**src/design/edb_pkg.sv**
```systemverilog
// ----------------------------------------------------------------------------
// edb_pkg
// Shared types and codes for the event debouncer: request kinds, register
// indexes, the request and response payloads and the configuration set.
// ----------------------------------------------------------------------------
`default_nettype none

package edb_pkg;

    localparam int VALUE_W   = 32;
    localparam int CFG_TIME_W = 16;
    localparam int CFG_DATA_W = 16;

    typedef enum logic [1:0] {
        REQ_CALL   = 2'd0,
        REQ_TICK   = 2'd1,
        REQ_FLUSH  = 2'd2,
        REQ_CANCEL = 2'd3
    } req_type_t;

    typedef enum logic [1:0] {
        CFG_DELAY_MS    = 2'd0,
        CFG_LEADING_EN  = 2'd1,
        CFG_TRAILING_EN = 2'd2,
        CFG_MAX_WAIT_MS = 2'd3
    } cfg_reg_t;

    typedef struct packed {
        req_type_t            req_type;
        logic [VALUE_W-1:0]   value;
    } req_t;

    typedef struct packed {
        logic                 fire;
        logic [VALUE_W-1:0]   fire_value;
        logic                 pending_now;
    } rsp_t;

    typedef struct packed {
        logic [CFG_TIME_W-1:0] delay_ms;
        logic                  leading_en;
        logic                  trailing_en;
        logic [CFG_TIME_W-1:0] max_wait_ms;
    } cfg_t;

endpackage

`default_nettype wire

```
**src/design/edb_engine.sv**
```systemverilog
// ----------------------------------------------------------------------------
// edb_engine
// Debouncer state and its single-pass update: one request is applied per
// transfer and the matching response is produced in the same cycle.
// ----------------------------------------------------------------------------
`default_nettype none

module edb_engine #(
    parameter int DATA_W = 32,
    parameter int TIME_W = 16
) (
    input  wire logic         clk,
    input  wire logic         rst_n,
    input  wire edb_pkg::cfg_t cfg,
    input  wire logic         req_take,
    input  wire edb_pkg::req_t req,
    output edb_pkg::rsp_t     rsp
);
    import edb_pkg::*;

    localparam logic [TIME_W-1:0] TIME_MAX = '1;

    logic              pending_reg, pending_next;
    logic              leading_done_reg, leading_done_next;
    logic [TIME_W-1:0] countdown_reg, countdown_next;
    logic              active_reg, active_next;
    logic [TIME_W-1:0] age_reg, age_next;
    logic [DATA_W-1:0] last_value_reg, last_value_next;

    logic [TIME_W-1:0] delay_sat;
    logic [TIME_W-1:0] max_wait_sat;
    logic              fire;

    // Config times wider than the counters clamp to the largest count they can hold.
    generate
        if (TIME_W >= CFG_TIME_W) begin : g_no_sat
            assign delay_sat    = TIME_W'(cfg.delay_ms);
            assign max_wait_sat = TIME_W'(cfg.max_wait_ms);
        end else begin : g_sat
            assign delay_sat    = (|cfg.delay_ms[CFG_TIME_W-1:TIME_W]) ? TIME_MAX
                                                                        : cfg.delay_ms[TIME_W-1:0];
            assign max_wait_sat = (|cfg.max_wait_ms[CFG_TIME_W-1:TIME_W]) ? TIME_MAX
                                                                           : cfg.max_wait_ms[TIME_W-1:0];
        end
    endgenerate

    always_comb
    begin
        logic done;
        done              = 1'b0;
        fire              = 1'b0;
        pending_next      = pending_reg;
        leading_done_next = leading_done_reg;
        countdown_next    = countdown_reg;
        active_next       = active_reg;
        age_next          = age_reg;
        last_value_next   = last_value_reg;

        case (req.req_type)
            REQ_CALL:
            begin
                last_value_next = DATA_W'(req.value);
                if (!pending_reg)
                begin
                    age_next          = '0;
                    leading_done_next = 1'b0;
                end
                if (cfg.leading_en && !leading_done_next)
                begin
                    leading_done_next = 1'b1;
                    fire              = 1'b1;
                    done              = !cfg.trailing_en;
                end
                if (!done)
                begin
                    pending_next = 1'b1;
                    if ((max_wait_sat != '0) && (age_next >= max_wait_sat))
                    begin
                        fire     = 1'b1;
                        age_next = '0;
                    end
                    countdown_next = delay_sat;
                    active_next    = 1'b1;
                end
            end
            REQ_TICK:
            begin
                if (age_reg != TIME_MAX)
                begin
                    age_next = age_reg + TIME_W'(1);
                end
                if (active_reg)
                begin
                    // A countdown of zero or one expires on this tick.
                    if (countdown_reg <= TIME_W'(1))
                    begin
                        countdown_next    = '0;
                        active_next       = 1'b0;
                        fire              = cfg.trailing_en;
                        pending_next      = 1'b0;
                        leading_done_next = 1'b0;
                    end else begin
                        countdown_next = countdown_reg - TIME_W'(1);
                    end
                end
            end
            REQ_FLUSH:
            begin
                if (pending_reg)
                begin
                    countdown_next = '0;
                    active_next    = 1'b0;
                    fire           = 1'b1;
                end
            end
            REQ_CANCEL:
            begin
                countdown_next    = '0;
                active_next       = 1'b0;
                pending_next      = 1'b0;
                leading_done_next = 1'b0;
            end
            default:
            begin
                fire = 1'b0;
            end
        endcase

        rsp.fire        = fire;
        rsp.fire_value  = fire ? VALUE_W'(last_value_next) : '0;
        rsp.pending_now = pending_next;
    end

    always_ff @(posedge clk or negedge rst_n)
    begin
        if (!rst_n)
        begin
            pending_reg      <= 1'b0;
            leading_done_reg <= 1'b0;
            countdown_reg    <= '0;
            active_reg       <= 1'b0;
            age_reg          <= '0;
            last_value_reg   <= '0;
        end else if (req_take)
        begin
            pending_reg      <= pending_next;
            leading_done_reg <= leading_done_next;
            countdown_reg    <= countdown_next;
            active_reg       <= active_next;
            age_reg          <= age_next;
            last_value_reg   <= last_value_next;
        end
    end

    // A running countdown always belongs to a pending burst.
    a_active_pending: assert property (@(posedge clk) disable iff (!rst_n)
        active_reg |-> pending_reg)
        else $error("countdown running without a pending burst");

    a_cancel_clears: assert property (@(posedge clk) disable iff (!rst_n)
        (req_take && req.req_type == REQ_CANCEL) |=> (!pending_reg && !active_reg))
        else $error("cancel left the burst alive");

    a_flush_stops: assert property (@(posedge clk) disable iff (!rst_n)
        (req_take && req.req_type == REQ_FLUSH && pending_reg) |=>
            (!active_reg && pending_reg))
        else $error("flush did not stop the countdown");

    a_age_saturates: assert property (@(posedge clk) disable iff (!rst_n)
        (req_take && req.req_type == REQ_TICK && age_reg == TIME_MAX) |=> age_reg == TIME_MAX)
        else $error("burst age wrapped");

endmodule

`default_nettype wire

```
**src/design/edb_out_buf.sv**
```systemverilog
// ----------------------------------------------------------------------------
// edb_out_buf
// Two-entry response buffer: a main output register plus a skid register,
// so the ready toward the request side is a plain flop.
// ----------------------------------------------------------------------------
`default_nettype none

module edb_out_buf (
    input  wire logic          clk,
    input  wire logic          rst_n,
    input  wire logic          push,
    input  wire edb_pkg::rsp_t push_data,
    output logic               has_room,
    output logic               rsp_valid,
    input  wire logic          rsp_ready,
    output edb_pkg::rsp_t      rsp
);
    import edb_pkg::*;

    logic  main_valid_reg, main_valid_next;
    logic  skid_valid_reg, skid_valid_next;
    rsp_t  main_data_reg, main_data_next;
    rsp_t  skid_data_reg, skid_data_next;
    logic  drain;

    assign drain     = main_valid_reg && rsp_ready;
    assign has_room  = !skid_valid_reg;
    assign rsp_valid = main_valid_reg;
    assign rsp       = main_data_reg;

    always_comb
    begin
        main_valid_next = main_valid_reg;
        skid_valid_next = skid_valid_reg;
        main_data_next  = main_data_reg;
        skid_data_next  = skid_data_reg;

        if (drain || !main_valid_reg)
        begin
            // Main slot frees up: refill from skid first, then from a new transfer.
            if (skid_valid_reg)
            begin
                main_valid_next = 1'b1;
                main_data_next  = skid_data_reg;
                skid_valid_next = push;
                skid_data_next  = push_data;
            end else begin
                main_valid_next = push;
                main_data_next  = push_data;
            end
        end else if (push)
        begin
            skid_valid_next = 1'b1;
            skid_data_next  = push_data;
        end
    end

    always_ff @(posedge clk or negedge rst_n)
    begin
        if (!rst_n)
        begin
            main_valid_reg <= 1'b0;
            skid_valid_reg <= 1'b0;
        end else begin
            main_valid_reg <= main_valid_next;
            skid_valid_reg <= skid_valid_next;
        end
    end

    always_ff @(posedge clk)
    begin
        main_data_reg <= main_data_next;
        skid_data_reg <= skid_data_next;
    end

    a_skid_behind_main: assert property (@(posedge clk) disable iff (!rst_n)
        skid_valid_reg |-> main_valid_reg)
        else $error("skid entry held while output slot empty");

    a_no_overflow: assert property (@(posedge clk) disable iff (!rst_n)
        push |-> has_room)
        else $error("response pushed into a full buffer");

    a_skid_moves_up: assert property (@(posedge clk) disable iff (!rst_n)
        (skid_valid_reg && drain) |=> (main_valid_reg && main_data_reg == $past(skid_data_reg)))
        else $error("skid entry not promoted after drain");

endmodule

`default_nettype wire

```
**src/design/event_debouncer_leading_trailing_core.sv**
```systemverilog
// ----------------------------------------------------------------------------
// event_debouncer_leading_trailing_core
// Event debouncer with leading edge, trailing edge and maximum-wait fire.
// ----------------------------------------------------------------------------
// Requests arrive on req (valid/ready): a call carrying a value, a tick of
// one millisecond, a flush or a cancel. Every request gives exactly one
// response on rsp (valid/ready) with the fire flag, the stored value at the
// fire (zero otherwise) and the pending flag after the request.
// The whole update is one pass of logic at the request transfer; the
// response is registered and shown on rsp once earlier ones drain. Throughput
// is one request per cycle, limited only by the two-entry response buffer.
// When the receiver stalls, one more response is held in a skid register;
// req_ready drops only once both entries are full, and returns as soon as
// the receiver takes a transfer.
// Configuration (delay_ms, leading_en, trailing_en, max_wait_ms) is written
// via cfg_we/cfg_addr/cfg_wdata; the user must write it only while the block
// is idle, which the block does not enforce. Reset clears the burst state
// and buffer, and loads delay_ms 100, leading_en 0, trailing_en 1, max_wait_ms 0.
// ----------------------------------------------------------------------------
`default_nettype none

module event_debouncer_leading_trailing_core #(
    parameter int DATA_W = 32,
    parameter int TIME_W = 16
) (
    input  wire logic                              clk,
    input  wire logic                              rst_n,
    input  wire logic                              cfg_we,
    input  wire edb_pkg::cfg_reg_t                 cfg_addr,
    input  wire logic [edb_pkg::CFG_DATA_W-1:0]    cfg_wdata,
    input  wire logic                              req_valid,
    output logic                                   req_ready,
    input  wire edb_pkg::req_t                     req,
    output logic                                   rsp_valid,
    input  wire logic                              rsp_ready,
    output edb_pkg::rsp_t                          rsp
);
    import edb_pkg::*;

    cfg_t  cfg_reg;
    logic  req_take;
    rsp_t  eng_rsp;

    always_ff @(posedge clk or negedge rst_n)
    begin
        if (!rst_n)
        begin
            cfg_reg.delay_ms    <= CFG_TIME_W'(100);
            cfg_reg.leading_en  <= 1'b0;
            cfg_reg.trailing_en <= 1'b1;
            cfg_reg.max_wait_ms <= '0;
        end else if (cfg_we)
        begin
            case (cfg_addr)
                CFG_DELAY_MS:    cfg_reg.delay_ms    <= cfg_wdata[CFG_TIME_W-1:0];
                CFG_LEADING_EN:  cfg_reg.leading_en  <= cfg_wdata[0];
                CFG_TRAILING_EN: cfg_reg.trailing_en <= cfg_wdata[0];
                CFG_MAX_WAIT_MS: cfg_reg.max_wait_ms <= cfg_wdata[CFG_TIME_W-1:0];
                default:         cfg_reg             <= cfg_reg;
            endcase
        end
    end

    assign req_take = req_valid && req_ready;

    edb_engine #(
        .DATA_W (DATA_W),
        .TIME_W (TIME_W)
    ) u_engine (
        .clk      (clk),
        .rst_n    (rst_n),
        .cfg      (cfg_reg),
        .req_take (req_take),
        .req      (req),
        .rsp      (eng_rsp)
    );

    edb_out_buf u_out_buf (
        .clk       (clk),
        .rst_n     (rst_n),
        .push      (req_take),
        .push_data (eng_rsp),
        .has_room  (req_ready),
        .rsp_valid (rsp_valid),
        .rsp_ready (rsp_ready),
        .rsp       (rsp)
    );

endmodule

`default_nettype wire

```
**config.mk**
```make
export PLATFORM = sky130hd
export DESIGN_NAME = event_debouncer_leading_trailing_core
export DESIGN_NICKNAME = d
export VERILOG_FILES = /design/src/design/edb_pkg.sv /design/src/design/edb_engine.sv /design/src/design/edb_out_buf.sv /design/src/design/event_debouncer_leading_trailing_core.sv
export SDC_FILE = /design/constraint.sdc
export NUM_CORES = 1
export LEC_CHECK = 0
export BUFFER_PORTS_ARGS = -buffer_cell sky130_fd_sc_hd__clkbuf_2
export CAP_MARGIN = 20
export CELL_PAD_IN_SITES_DETAIL_PLACEMENT = 0
export CELL_PAD_IN_SITES_GLOBAL_PLACEMENT = 1
export CORE_MARGIN = 2
export CORE_UTILIZATION = 48
export DETAILED_ROUTE_END_ITERATION = 7
export PLACE_DENSITY_LB_ADDON = 0.1
export SYNTH_ARGS = -nofsm -noshare
export SYNTH_HDL_FRONTEND = slang
export SYNTH_HIERARCHICAL = 1
export SYNTH_SLANG_ARGS = --single-unit
```
**constraint.sdc**
```tcl
create_clock -name clk -period 3.6 [get_ports clk]
set_input_delay 0 -clock clk [delete_from_list [all_inputs] [get_ports clk]]
set_output_delay 0 -clock clk [all_outputs]
set_load 0.05 [all_outputs]
```
Word level (Yosys, flattened, before mapping)
Cells that the tools add are included.

$add $sub $neg: 2. Equality and inequality tests: 13. Reduce and logical (&&, ||, !) cells: 24. Order comparisons: 2. Muxes and demuxes: 45.

Operators by type and width (count): 16-bit two-way mux (9); 34-bit two-way mux (4); 32-bit two-way mux (2); 16-bit case mux with 4 select lines (1); 16-bit case mux with 2 select lines (1); 1-bit two-way mux (24); 16-bit by 1-bit adder with 16-bit output (second input constant) (1); 16-bit greater-or-equal comparator (1); 16-bit by 1-bit less-or-equal comparator with 1-bit output (second input constant) (1); 16-bit inequality test (second input constant) (1); 16-bit nonzero test (1); 16-bit by 1-bit subtractor with 16-bit output (second input constant) (1); 2-bit by 1-bit inequality test with 1-bit output (second input constant) (5); 2-bit AND reduction (5); 1-bit case mux with 3 select lines (3); 2-bit equality test (second input constant) (4); 4-bit AND reduction (2); 3-bit AND reduction (2); 2-bit by 1-bit equality test with 1-bit output (second input constant) (2); 1-bit logical AND (4); 1-bit zero test (4); 2-bit zero test (2); 1-bit case mux with 4 select lines (1); 2-bit nonzero test (2); 3 further kinds (3).

Register bits after elaboration: 171. Input bits: 57.

Depth between registers and ports, before layout
Depth after elaboration: 11. Mapped depth: 12. Depth with buffers taken out: 9.

Hierarchy
Netlist, hierarchy kept.

Modules (own cells, without submodules): edb_engine (area an instance 4400.5 µm², cells an instance 476, instances 1, seq. area each 1676.6 µm²); edb_out_buf (area an instance 2620.0 µm², cells an instance 114, instances 1, seq. area each 2092.0 µm²); event_debouncer_leading_trailing_core (area an instance 1315.0 µm², cells an instance 75, instances 1, seq. area each 855.8 µm²).

Least setup slack after synthesis
OpenSTA, ideal clock, no wires.

Path type: register to register. Start: register u_engine.pending_reg. End: register u_out_buf.main_data_reg, in the netlist u_out_buf/rsp[23] (data pin). Data arrival time: 2.948 ns. Library setup time: 0.260 ns. Path buffers: 3. Path slack: 0.392 ns. Cell stages (with the launch flop): 13. Cells stage by stage: dfrtp_1 > clkbuf_1 > clkbuf_1 > nand2_1 > ha_1 > nand2b_1 > a2111oi_0 > a2111oi_2 > o31ai_4 > a211oi_2 > buf_2 > a22o_1 > mux2_4.

RTL lines: start, declared (line edb_engine.sv:23) `logic pending_reg, pending_next;`; start signal, assigned (line edb_engine.sv:146) `pending_reg <= pending_next;`; end signal, assigned (line edb_out_buf.sv:72) `main_data_reg <= main_data_next;`; end, declared (line edb_out_buf.sv:22) `rsp_t main_data_reg, main_data_next;`.

==> reports/metrics.yaml <==
worst_ep_required_time_ps: 3770
synth_warnings: 6
n_antenna_cell: 0
maxCapViolations: 0
synth.area.top_cells: "dfrtp_1, edfxtp_1, mux2_2, a22o_1, mux2_4"
cts_tree: "built"
max_freq_mhz: 309
rsz0062_at_grt: "false"
fin_nets: 880
slew_viol_final: 0
cts_buffer_depth: 2
crit_chain: "buf_4 -> and2_1 -> ha_1 -> and4_1 -> a21oi_1 -> o211ai_1 -> o31ai_4 -> a211oi_4 -> buf_12 -> a22o_1 -> mux2_4"
drive_gt1_share_pct: 31.9
setup_viol: 0
crit_buf_inv: 2
ir_drop_mv: 0.443
power.leakage_nw: 4.25
synth_largest_area_cell: "dfrtp_1"
hpwl_um: 12400
grt_usage_pct: 21.1
start_util_pct: 48.7
portBuffers: 92
antenna_found_initial: 0
finalHoldViolCount: 0
cp_max_fo: 32
fin_util_pct: 59.1
ios: 93
synth.distinct_cells: 62
synth_area_per_cell_um2: 12.5
postCtsSetupRepairBufs: 0
power_mw: 7.20
arrival_ps: 3400
cts_buffers: 17
synth_flop_cell: "dfrtp_1"
detail-route-antenna-nets: 0
slew_headroom_pct: 39.8
area_growth_pct: 21.3
synth.top_cell.area_share_pct: 29.7
overflow: 0
core-area_um2: 17100
synthCells: 665
worstSetupPathType: "register to register"
period_needed_ps: 3230
insertion_delay_ps: 420
drc_errors: 0
cts.htree.levels: 4
instances_no_fill: 1042
worst_pin_slew_ps: 903
post-route-period-util_pct: 89.8
die_area_um2: 18400
start_kind: "register"
vias: 5806
fin_tns_setup_ps: 0
drt_iter0_drc: 273
powerDensity_nw_per_um2: 712
cts_hold_buf: 52
crit_slowest_cell: "dfrtp_1"
status: "complete, no violations"
hp-class: "input pin to register"
gp_congestion: 0.825
worst_path_largest_cell_delay_ps: 500
placed_cells: 958
drt_wl_total_um: 18700
grt_start_max_net_pins: 60
die_w_um: 136
grt_pass1_wl_um: 30100
wl_per_cell_um: 17.9
grt_pass1_vias: 5901
cts_resized: 0
endpoint_kind: "register"
viasPerCell: 5.57
path_delay_family: "compound AO/OA/AOI/OAI gates"
yosysSeqAreaShare_pct: 55.5
syn_area_um2: 8340
async_flop_share_pct: 60.2
std_cell_rows: 48
clk_pin_slew_worst_paths_ps: 60
clock_sinks: 171
dr.pass1.iters: 4
synthesis.nets: 741
die_h_um: 136
cts_root_buf: "clkbuf_16"
fin_skew_ps: 9.43
synth_edf_count: 68
synth-seq-cells: 171
[cells in the final DEF, fill, tap and decap left out, drive strengths merged, types with 21 or more instances in the layout]
master | Yosys | final
a21oi | 29 | 29
clkbuf | 15 | 109
nor2 | 36 | 36
and2 | 21 | 21
mux2 | 101 | 101
inv | 24 | 29
o21ai | 45 | 45
edfxtp | 68 | 68
nand2 | 26 | 26
dlygate4sd3 | 0 | 52
dfrtp | 99 | 99
a22o | 34 | 34
[stage by stage]
step / setup slack (ps) / hold WS [ps] / area [um2]
3_5_place_dp: 426 / 136 / 8970
2_1_floorplan: 392 / -296 / 8340
4_1_cts: 419 / 7.36 / 10100
5_1_grt: 178 / 30.4 / 10100
6_report: 368 / 16.2 / 10100
3_3_place_gp: 512 / 130 / 8970
[worst register-to-register path, stage by stage, from the launching register on]
cell and delay [ps]:
dfrtp_1 500, buf_4 230, and2_1 160, ha_1 270, and4_1 230, a21oi_1 160, o211ai_1 170, o31ai_4 450
a211oi_4 120, buf_12 190, a22o_1 220, mux2_4 280
[cells in the mapped netlist, types with 2 or more instances]
cell type  count
a31oi_1        6
buf_2         10
or3_1          7
ha_1          19
o211ai_1       4
mux2i_1        2
nor2_4         2
nand2_1       26
inv_1         24
o221ai_1       3
edfxtp_1      68
a32oi_1        4
mux2_2        84
nor2b_1        5
buf_8          2
mux2_4        17
o21ai_0       38
o21ai_1        6
a21oi_1       29
a21boi_0       2
a22o_1        34
buf_6          5
a22oi_1        5
and3_1         2
nor4_1         6
nand4_1        8
and4_1         4
nand3_1        8
nor2_1        34
dfrtp_1       99
dfstp_2        4
a21o_1         4
buf_4          5
nand2b_1       4
nand3b_1       3
nor3_1        19
clkbuf_1      15
and2_1        21
or2_2          2
o22ai_1        3
[where the power goes]
part	total (mW)	internal (mW)	switching, mW	leakage, nW
logic	2.26	0.858	1.40	2.00
registers	3.03	2.69	0.343	1.95
clock network	1.91	1.11	0.798	0.296
total	7.20	4.66	2.54	4.25
[per-layer routing]
layer / share of wire, % / up-vias / GRT usage (%)
li1: - / 2763 / -
met3: 3.6 / 12 / 4.41
met1: 45 / 2905 / 27.0
met5: 0 / - / 0
met4: 0.95 / 0 / 5.56
met2: 50 / 126 / 36.5
[layout make-up]
| type | instances | area, um2 |
|---|---|---|
| Multi-Input combinational cell | 433 | 3400 |
| Timing Repair Buffer | 157 | 1090 |
| Clock inverter | 14 | 186 |
| Sequential cell | 171 | 4630 |
| Tap cell | 225 | 282 |
| Fill cell | 1404 | 7010 |
| Inverter | 24 | 90.1 |
| Clock buffer | 18 | 429 |
[final timing paths]
| path | start | end | slack, ps | cells after the start |
|---|---|---|---|---|
| max | u_engine/pending_reg$_DFFE_PN0P_ | u_out_buf/rsp[24]$_DFFE_PP_ | 370 | 11 |
| min | req[33] | u_engine/countdown_reg[9]$_DFFE_PN0P_ | 20 | 2 |
| max reg2reg | u_engine/pending_reg$_DFFE_PN0P_ | u_out_buf/rsp[24]$_DFFE_PP_ | 370 | 11 |
| min reg2reg | u_engine/last_value_reg[0]$_DFFE_PN0P_ | u_engine/last_value_reg[0]$_DFFE_PN0P_ | 510 | 1 |
| max in group asynchronous | rst_n | u_out_buf/skid_valid_reg$_DFFE_PN0P_ | 2540 | 3 |
| min in group asynchronous | rst_n | cfg_reg[5]$_DFFE_PN0P_ | 200 | 2 |
[logic make-up (layout without fill, tap and decap cells)]
| family | Yosys count | count (layout) | share of synthesized area, % |
|---|---|---|---|
| DFF | 171 | 171 | 55.5 |
| and+or+nand+nor | 157 | 157 | 10.3 |
| muxes | 103 | 103 | 14.7 |
| buffers and inverters | 61 | 213 | 3.84 |
| AOI/OAI and AO/OA | 153 | 153 | 12.8 |
| adders and majority gates | 20 | 20 | 2.99 |
No activity file was read; power rests on OpenSTA's default activity.
